--- src/npdt_pkg.sv ---
// Shared types and constants for the name-to-page directory table.
package npdt_pkg;

	localparam int KEY_W           = 248;
	localparam int PAGE_W          = 32;
	localparam int CMD_W           = 2;
	localparam int STATUS_W        = 2;
	localparam int USED_W          = 7;
	localparam int DEF_MAX_ENTRIES = 64;

	typedef enum logic [CMD_W-1:0] {
		CMD_INSERT = 2'd0,
		CMD_UPDATE = 2'd1,
		CMD_DELETE = 2'd2,
		CMD_LOOKUP = 2'd3
	} cmd_t;

	typedef enum logic [STATUS_W-1:0] {
		ST_OK      = 2'd0,
		ST_ABSENT  = 2'd1,
		ST_PRESENT = 2'd2,
		ST_FULL    = 2'd3
	} status_t;

	// Commands from the controller to the datapath
	typedef struct packed {
		logic load_in;
		logic scan_en;
		logic exec;
		logic move;
		logic fetch;
		logic load_out;
	} ctrl_cmd_t;

	// Status from the datapath to the controller
	typedef struct packed {
		logic scan_end;
		logic found;
		cmd_t cmd;
	} dp_status_t;

endpackage

--- src/npdt_ctrl.sv ---
// Controller: sequences accept, key scan, execute, record move or page fetch, and result.
module npdt_ctrl
	import npdt_pkg::*;
	(
		input  logic       clk,
		input  logic       arst_n,
		input  logic       s_tvalid,
		output logic       s_tready,
		output logic       m_tvalid,
		input  logic       m_tready,
		input  dp_status_t sts,
		output ctrl_cmd_t  ctl
	);

	typedef enum logic [5:0] {
		S_IDLE  = 6'b000001,
		S_SCAN  = 6'b000010,
		S_EXEC  = 6'b000100,
		S_MOVE  = 6'b001000,
		S_FETCH = 6'b010000,
		S_RESP  = 6'b100000
	} state_t;

	state_t state_q, state_d;
	logic   out_vld_q;
	logic   out_free;

	assign s_tready = (state_q == S_IDLE);
	assign m_tvalid = out_vld_q;
	assign out_free = !out_vld_q || m_tready;

	// Decode commands and next state
	always_comb begin
		ctl     = '0;
		state_d = state_q;
		unique case (state_q)
			S_IDLE: begin
				if (s_tvalid) begin
					ctl.load_in = 1'b1;
					state_d     = S_SCAN;
				end
			end
			S_SCAN: begin
				ctl.scan_en = 1'b1;
				if (sts.scan_end) begin
					state_d = S_EXEC;
				end
			end
			S_EXEC: begin
				ctl.exec = 1'b1;
				if (sts.found && sts.cmd == CMD_DELETE) begin
					state_d = S_MOVE;
				end else if (sts.found && sts.cmd == CMD_LOOKUP) begin
					state_d = S_FETCH;
				end else begin
					state_d = S_RESP;
				end
			end
			S_MOVE: begin
				ctl.move = 1'b1;
				state_d  = S_RESP;
			end
			S_FETCH: begin
				ctl.fetch = 1'b1;
				state_d   = S_RESP;
			end
			S_RESP: begin
				if (out_free) begin
					ctl.load_out = 1'b1;
					state_d      = S_IDLE;
				end
			end
			default: state_d = S_IDLE;
		endcase
	end

	// Hold state and the output valid flag
	always_ff @(posedge clk or negedge arst_n) begin
		if (!arst_n) begin
			state_q   <= S_IDLE;
			out_vld_q <= 1'b0;
		end else begin
			state_q <= state_d;
			if (ctl.load_out) begin
				out_vld_q <= 1'b1;
			end else if (m_tready) begin
				out_vld_q <= 1'b0;
			end
		end
	end

endmodule

--- config.mk ---
export PLATFORM = sky130hd
export DESIGN_NAME = npdt_ctrl
export DESIGN_NICKNAME = d
export VERILOG_FILES = /design/src/npdt_pkg.sv /design/src/npdt_ctrl.sv
export SDC_FILE = /design/constraint.sdc
export NUM_CORES = 1
export LEC_CHECK = 0
export ABC_AREA = 1
export BUFFER_PORTS_ARGS = -buffer_cell sky130_fd_sc_hd__buf_2
export CAP_MARGIN = 10
export CORE_AREA = 2 2 39 41
export DETAILED_ROUTE_END_ITERATION = 16
export DIE_AREA = 0 0 41 43
export PLACE_DENSITY_LB_ADDON = 0.05
export SLEW_MARGIN = 5
export SYNTH_ARGS = -nofsm -noshare
export SYNTH_HDL_FRONTEND = slang
export SYNTH_SLANG_ARGS = --single-unit
--- constraint.sdc ---
create_clock -name clk -period 1.8 [get_ports clk]
set_clock_uncertainty 0.2 [all_clocks]
set_input_delay 0.27 -clock clk [delete_from_list [all_inputs] [get_ports clk]]
set_output_delay 0.27 -clock clk [all_outputs]
set_load 0.02 [all_outputs]
After elaboration in Yosys (flattened, before gate mapping)
Index checks and enable logic that the tools add are counted.
- register bits after elaboration: 7
- latch bits: 0
- memory bits (writable): 0
- ROM bits: 0
- input bits: 8
- output and inout port bits: 8
- logic and storage cells: 36
- memories kept: 0
- add/subtract/negate cells: 0
- $mul: 0
- divide/modulo/power cells: 0
- $lt $le $gt $ge: 0
- equal/unequal tests: 11
- shifts and indexed selects: 0
- mux-type cells: 16
- bitwise gates (word level): 0
- reductions and logical operators: 7
- operators with widths (kind ; count):
    two-way mux 6 bit ; 5
    case mux 6 bit (5 select lines) ; 1
    two-way mux 1 bit ; 10
    == test 6 x 1 -> 1 bit, second input constant ; 1
    == test 6 x 2 -> 1 bit, second input constant ; 1
    == test 6 x 3 -> 1 bit, second input constant ; 1
    == test 6 x 4 -> 1 bit, second input constant ; 1
    == test 6 x 5 -> 1 bit, second input constant ; 1
    == test 6 bit, second input constant ; 1
    inequality test 2 bit, second input constant ; 3
    == test 2 bit, second input constant ; 2
    AND reduction 3 bit ; 1
    logical AND 1 bit ; 2
    nonzero test 2 bit ; 1
    OR reduction 2 bit ; 1
    logical NOT 1 bit ; 1
    logical OR 1 bit ; 1

Longest topological paths before layout
Gate-level depths: netlist of run 1.
- word-level depth: 5
- gate-level depth with buffers: 7
- mapped depth without buffers: 7

Worst setup path before layout of run 1
No wires, ideal clock.
- path type: reg-to-output
- start point: reg state_q[0]
- end point: out ctl[5] (netlist bit)
- arrival time: 1.088 ns
- data required time: 1.330 ns
- setup slack: 0.242 ns
- stages on the path, launching flop included: 5
- path buffers: 0
- cell sequence: dfstp_2 -> inv_2 -> nor2_2 -> nand3_4 -> nor2_1
- RTL lines (what ; RTL line ; text):
    start: declaration ; npdt_ctrl.sv:24 ; state_t state_q, state_d;
    start signal: assignment ; npdt_ctrl.sv:83 ; state_q <= state_d;
    end: declaration ; npdt_ctrl.sv:12 ; output ctrl_cmd_t ctl

==> flow_metrics.py, run 1 <==
metrics = {
    "status": {
        "status": "completed",
    },
    "synthesis": {
        "synthMuxAreaShare_pct": 0,
        "synth_seq_area_share_pct": 39.5,
        "synth_compound_area_share_pct": 3.36,
        "ys_types": 17,
        "syn_inst": 59,
        "ys.flop_type": "dfrtp_1",
        "postSynthAreaPerCell_um2": 7.57,
        "synth_top_family_by_area": "simple AND/OR/NAND/NOR gates",
        "synth_xor_area_share_pct": 0,
        "yosysTopAreaCellShare_pct": 33.6,
        "synthArstFlopShare_pct": 100,
        "synth-adder-area-share_pct": 0,
        "syn-num-nets": 67,
        "synthSimpleGateAreaFrac_pct": 42.9,
        "yosys.area.top_type": "dfrtp_1",
        "yosys_register_bits": 7,
        "syn-cell-area_um2": 447,
        "synth_common_cells": "12 x inv_1, 12 x nor2_1, 6 x dfrtp_1",
        "yosys_warnings": 0,
        "synth_edf_count": 0,
        "synth.area.top_cells": "dfrtp_1 34%, inv_1 10%, nor2_1 10%, nor2_4 7.6%, dfstp_2 5.9%",
    },
    "setup_path": {
        "reg2reg_depth": 8,
        "arrival_ns": 1.30,
        "cp_slowest_stage_delay_ns": 0.55,
        "cpMaxStageDelayCell": "dfstp_2",
        "crit_fanout": 4,
        "path_delay_family": "flip-flops",
        "worst_setup_path_end_kind": "output port",
        "startpoint_type": "flop",
        "r2r-start": "state_q[0]$_DFFE_PN1P_",
        "critical_path_class": "reg2out",
        "cp.buffers_inverters": 2,
        "reg2reg_slack_ns": 0.35,
        "worstReg2RegEnd": "state_q[0]$_DFFE_PN1P_",
        "crit_required_ns": 1.33,
        "path_cells": "inv_2, nor2_2, nand3_4, nor2_1, buf_4",
    },
    "clocking": {
        "clkTransAtPathRegs_ns": 0.05,
        "cts_buffers": 3,
        "clk_latency_ns": 0.26,
        "cts_tree": "yes",
        "clockRootBuffer": "clkbuf_4",
        "htree_levels": 1,
        "clock_sinks": 7,
        "cts_max_path_buffers": 2,
    },
    "flow_run": {
        "drv_cap": 0,
    },
    "global_route": {
        "grt.total_usage_pct": 14.4,
        "grt_max_degree": 8,
        "first_global_vias": 398,
        "overflow": 0,
        "antenna_found_initial": 0,
        "grt_pass1_wl_mm": 1.63,
    },
    "hold_path": {
        "hold_path.class": "in2reg",
        "min_from": "m_tready",
        "whs_endpoint": "m_tvalid$_DFFE_PN0P_",
        "hold_depth": 2,
    },
    "sta": {
        "worst_pin_slew_ns": 0.242,
        "min_period_over_period_pct": 98.2,
        "hold_viol": 0,
        "fin_crit_ns": 1.77,
        "fmax_mhz": 566,
        "rsz0062_at_grt": "true",
        "slew_headroom_pct": 83.8,
        "slew_violations": 0,
        "setup_viol": 0,
    },
    "routing": {
        "drt_wl_total_um": 968,
        "route.detailed.drc": 0,
        "drt_iter0_drc": 2,
        "via_per_inst": 4.46,
        "post_drt_wl_per_cell_um": 9.98,
        "num_vias": 433,
        "firstDrtPassIters": 2,
        "postRouteAntennaNets": 0,
    },
    "floorplanning": {
        "die_x_um": 41,
        "die_h_um": 43,
        "start_util_pct": 32.3,
        "dieArea_um2": 1760,
        "rows": 14,
        "core_area_um2": 1380,
        "io-pin-count": 16,
    },
    "layout": {
        "fin_nets": 90,
        "antenna_cells": 0,
        "final_cell_area_um2": 606,
        "area_growth_pct": 35.6,
        "drive_gt1_share_pct": 40.7,
        "stdcell_count": 97,
    },
    "pwr": {
        "p_leak_nw": 0.365,
        "vdd_drop_max_mv": 0.541,
        "p_total_mw": 0.838,
        "power_density_nw_per_um2": 1380,
    },
    "place": {
        "placed_cell_area_um2": 534,
        "gp_congestion": 0.740,
        "dp.cells": 89,
        "portBuffers": 15,
        "dp_hpwl_um": 768,
    },
}
==> cell families after synthesis <==
group,Yosys count
AOI/OAI and AO/OA,3
DFF,7
and+or+nand+nor,33
buffers and inverters,16
==> timing repair <==
action                                 CTS  global route
setup endpoints to repair                1             5
resized for setup                        1             2
buffers inserted                         2             0
hold buffers                             2             0
pin swaps                                0             1
endpoints found under the hold margin    8             0
==> layout by cell type, fill, tap and decap left out <==
| cell type | count |
|---|---|
| buf_2 | 13 |
| inv_1 | 12 |
| nor2_1 | 12 |
| dfrtp_1 | 6 |
| nand2_1 | 5 |
| buf_4 | 4 |
| nor2_4 | 3 |
| nand3_2 | 3 |
| inv_2 | 3 |
| nand4_1 | 3 |
| nand3_1 | 3 |
| clkbuf_4 | 3 |
| nor2_2 | 2 |
| dlygate4sd3_1 | 2 |
| nand3_4 | 1 |
| a21oi_1 | 1 |
| o21ai_0 | 1 |
| nor3_1 | 1 |
| o21ai_1 | 1 |
| clkbuf_1 | 1 |
| dfstp_2 | 1 |
==> registers in the layout, indices dropped and copies added (netlist names) <==
register / count
m_tvalid: 1
state_q: 6
==> area by class of cell <==
type | instances | area, um^2
repair buffers | 19 | 115
flip-flops and latches | 7 | 176
multi-input cells | 36 | 211
clock buffers | 4 | 26.3
inverters | 15 | 56.3
fillers | 156 | 778
well taps | 16 | 20.0
==> routing by layer <==
metal | up-vias | share of wire [%] | GRT usage (%)
met1 | 191 | 46 | 17.3
met3 | 2 | 5.4 | 4.71
met4 | 0 | 2.7 | 10.0
li1 | 228 | - | -
met2 | 12 | 46 | 20.6
met5 | - | 0 | 0
==> how the worst max path moves through the flow <==
stage | start | to | slack, ns | cells past startpoint
2_1_floorplan | state_q[0]$_DFFE_PN1P_ | ctl[5] | 0.24 | 4
3_3_place_gp | state_q[0]$_DFFE_PN1P_ | ctl[5] | 0.28 | 5
3_5_place_dp | state_q[0]$_DFFE_PN1P_ | ctl[5] | 0.25 | 5
4_1_cts | state_q[0]$_DFFE_PN1P_ | ctl[5] | 0.009 | 5
5_1_grt | state_q[0]$_DFFE_PN1P_ | ctl[5] | -0.03 | 5
6_report | state_q[0]$_DFFE_PN1P_ | ctl[5] | 0.03 | 5
==> power by group <==
| part | internal (mW) | switching [mW] | leakage [nW] | total (mW) |
|---|---|---|---|---|
| Combinational | 0.180 | 0.267 | 0.257 | 0.446 |
| Clock | 0.0851 | 0.0658 | 0.0150 | 0.151 |
| Sequential | 0.204 | 0.0364 | 0.0929 | 0.241 |
==> through the flow <==
step | setup WS, ns | TNS [ns] | utilization [%] | hold slack [ns]
detailed placement | 0.248 | 0 | 38.6 | -0.0827
CTS | 0.00942 | 0 | 43.2 | 0.00816
global placement | 0.275 | 0 | 38.6 | -0.0786
finish | 0.0322 | 0 | 43.8 | 0.0103
floorplan | 0.242 | 0 | - | -0.226
global route | -0.0272 | -0.0602 | 43.8 | 0.0331
(Power assumes the default switching activity.)
==> run 2, diff against run 1 <==
--- a/config.mk
+++ b/config.mk
@@ -6,7 +6,5 @@
 export NUM_CORES = 1
 export LEC_CHECK = 0
-export ABC_AREA = 1
 export BUFFER_PORTS_ARGS = -buffer_cell sky130_fd_sc_hd__buf_2
-export CAP_MARGIN = 10
 export CORE_AREA = 2 2 39 41
 export DETAILED_ROUTE_END_ITERATION = 16
==> constraint.sdc (replaced) <==
create_clock -name clk -period 1.8 [get_ports clk]
set_clock_uncertainty 0.2 [all_clocks]
set_input_delay 0.09 -clock clk [delete_from_list [all_inputs] [get_ports clk]]
set_output_delay 0.09 -clock clk [all_outputs]
set_load 0.02 [all_outputs]
==> run 2 against run 1 <==
  * Fmax grew 3.1%
  * Worst setup slack gained 0.052 ns
  * Combinational power shrank 23%
  * First-iteration DRC count is the same
  * Total power shrank 12%
  * Worst hold slack gained 0.34 ns
  * Largest power group unchanged
==> flow_metrics.py, run 2 <==
metrics = {
    "layout": {
        "largest-register": "state_q",
        "layout_common_cells": "15 x buf_2, 9 x dlygate4sd3_1, 5 x dfrtp_1",
        "final_cell_area_um2": 647,
        "fin_nets": 80,
        "antenna_cells": 0,
        "mostFrequentLayoutCell": "buf_2",
        "largest_reg_flops": 6,
        "drive_gt1_share_pct": 39.4,
        "n_fill_cell": 142,
        "area_growth_pct": 46.0,
    },
    "synthesis": {
        "synth_seq_area_share_pct": 39.8,
        "ys_types": 30,
        "postSynthAreaPerCell_um2": 9.84,
        "synthArstFlopShare_pct": 100,
        "yosysTopAreaCellShare_pct": 33.9,
        "yosys_register_bits": 7,
        "synth.area.top_cells": "dfrtp_1 34%, dfstp_2 5.9%, a221oi_2 3.4%, nor2_1 3.4%, nor4b_2 3.4%",
        "yosys_warnings": 0,
        "syn_inst": 45,
        "synth_most_common_cell": "dfrtp_1",
        "synth_common_cells": "6 x dfrtp_1, 4 x nor2_1",
        "yosys.area.top_type": "dfrtp_1",
        "syn-num-nets": 53,
        "syn-cell-area_um2": 443,
        "ys.flop_type": "dfrtp_1",
        "synth_edf_count": 0,
    },
    "sta": {
        "slew_violations": 0,
        "worst_pin_slew_ns": 0.255,
        "fmax_mhz": 583,
        "rsz0062_at_grt": "false",
        "setup_viol": 0,
        "fin_tns_setup_ns": 0,
        "fin_crit_ns": 1.72,
        "hold_viol": 0,
        "slew_headroom_pct": 82.9,
        "min_period_over_period_pct": 95.3,
    },
    "setup_path": {
        "crit_required_ns": 2.05,
        "reg2reg_slack_ns": 0.31,
        "startpoint_type": "input pin",
        "cp.depth": 4,
        "critical_path.most_common_cell": "dlygate4sd3_1",
        "path_delay_family": "buffers and inverters",
        "cp.buffers_inverters": 4,
        "critical_path_class": "in2async",
        "reg2reg_depth": 3,
        "crit_fanout": 5,
        "cpMaxStageDelayCell": "dlygate4sd3_1",
        "arrival_ns": 1.96,
        "worst_setup_path_end_kind": "asynchronous set/reset pin",
        "path_cells": "dlygate4sd3_1, dlygate4sd3_1, buf_2, dlygate4sd3_1",
        "cp_slowest_stage_delay_ns": 0.65,
    },
    "floorplanning": {
        "rows": 14,
        "io-pin-count": 16,
        "core_area_um2": 1380,
        "dieArea_um2": 1760,
        "die_x_um": 41,
        "start_util_pct": 32.0,
        "die_h_um": 43,
    },
    "clocking": {
        "cts_max_path_buffers": 2,
        "clk_latency_ns": 0.25,
        "clock_sinks": 7,
        "cts_tree": "yes",
        "htree_levels": 1,
        "clkTransAtPathRegs_ns": 0.05,
        "cts_buffers": 3,
        "cts_setup_buffers": 0,
        "clockRootBuffer": "clkbuf_4",
    },
    "pwr": {
        "pwr-share-clk_pct": 18.7,
        "vdd_drop_max_mv": 0.524,
        "power.share.sequential_pct": 34.8,
        "p_leak_nw": 0.310,
        "power_density_nw_per_um2": 1140,
        "internal_power_mw": 0.464,
        "p_switching_mw": 0.277,
        "pwr-share-comb_pct": 46.5,
        "switching_share_pct": 37.4,
    },
    "routing": {
        "num_vias": 405,
        "firstDrtPassIters": 2,
        "route.detailed.drc": 0,
        "postRouteAntennaNets": 0,
        "drt_wl_total_um": 977,
        "via_per_inst": 4.66,
        "drt_iter0_drc": 2,
        "post_drt_wl_per_cell_um": 11.2,
    },
    "global_route": {
        "first_global_vias": 417,
        "antenna_found_initial": 0,
        "grt.total_usage_pct": 13.8,
        "grt_pass1_wl_mm": 1.67,
        "overflow": 0,
        "grt_max_degree": 9,
    },
    "flow_run": {
        "drv_cap": 0,
    },
    "hold_path": {
        "hold_depth": 3,
        "hold_path.class": "in2reg",
    },
    "place": {
        "placed_cell_area_um2": 519,
        "gp_congestion": 0.664,
        "portBuffers": 15,
        "dp_hpwl_um": 701,
    },
    "status": {
        "status": "completed",
    },
}
==> run 2: changes by cell type after synthesis, sizes merged, moves of 2 or more <==
cell / change
inv: -13
and2: +2
nor2: -11
nand4: -3
and4b: +2
nand2: -4
nor3: +2
nor2b: +2
nand2b: +2
nand3: -5
==> run 2: path summary, 6_finish.rpt <==
kind	start	to
max	arst_n	state_q[1]$_DFFE_PN0P_
min	sts[0]	state_q[3]$_DFFE_PN0P_
max reg2reg	state_q[0]$_DFFE_PN1P_	state_q[1]$_DFFE_PN0P_
min reg2reg	m_tvalid$_DFFE_PN0P_	m_tvalid$_DFFE_PN0P_
max in group clk	state_q[2]$_DFFE_PN0P_	ctl[5]
min in group asynchronous	arst_n	state_q[5]$_DFFE_PN0P_
==> run 2: cell families after synthesis <==
group | count (synthesis) | share of synthesized area [%]
buffers and inverters | 4 | 5.93
XOR/XNOR | 2 | 3.96
AO/OA/AOI/OAI | 7 | 12.4
AND/OR/NAND/NOR | 25 | 37.9
flip-flops | 7 | 39.8
==> run 2: metal layers <==
layer  track usage (%)  vias up  share of wire, %
li1                  -      211                 -
met1              19.6      184                44
met2              20.3       10                51
met3              1.57        0               4.8
met4              6.00        0                 0
met5                 0        -                 0
==> run 2: worst register-to-register path: stages (launching register included) <==
cell	delay, ns
dfstp_2	0.60
and4b_1	0.23
nor2b_1	0.14
or2_1	0.20
==> run 2: timing repair <==
action,in CTS,in global routing
endpoints found under the hold margin,13,0
gates resized for setup,0,3
hold buffers,9,0
setup endpoints to repair,0,2
==> run 2: cell type report <==
cell class	instances	area, um^2	area share (%)
Multi-Input combinational cell	34	250	38.7
Sequential cell	7	178	27.5
Timing Repair Buffer	24	165	25.5
Clock buffer	4	26.3	4.06
Tap cell	16	20.0	3.09
Inverter	2	7.51	1.16
==> run 2: per-stage QoR <==
stage	setup WS [ns]	std cells	utilization (%)	total power [mW]	hold WS (ns)
finish	0.0846	87	46.7	0.740	0.349
global placement	0.304	74	37.5	0.594	-0.262
floorplan	0.143	45	-	0.517	-0.406
CTS	0.0544	87	45.9	0.747	0.340
detailed placement	0.302	74	37.5	0.589	-0.268
global route	0.0106	87	46.7	0.802	0.381
==> run 2: power by group through the flow <==
stage | clock [mW] | combinational, mW | sequential [mW]
after floorplan | 0 | 0.267 | 0.250
after global placement | 0 | 0.332 | 0.263
after detailed placement | 0 | 0.330 | 0.259
after CTS | 0.145 | 0.345 | 0.257
after global routing | 0.149 | 0.385 | 0.268
final | 0.139 | 0.344 | 0.258
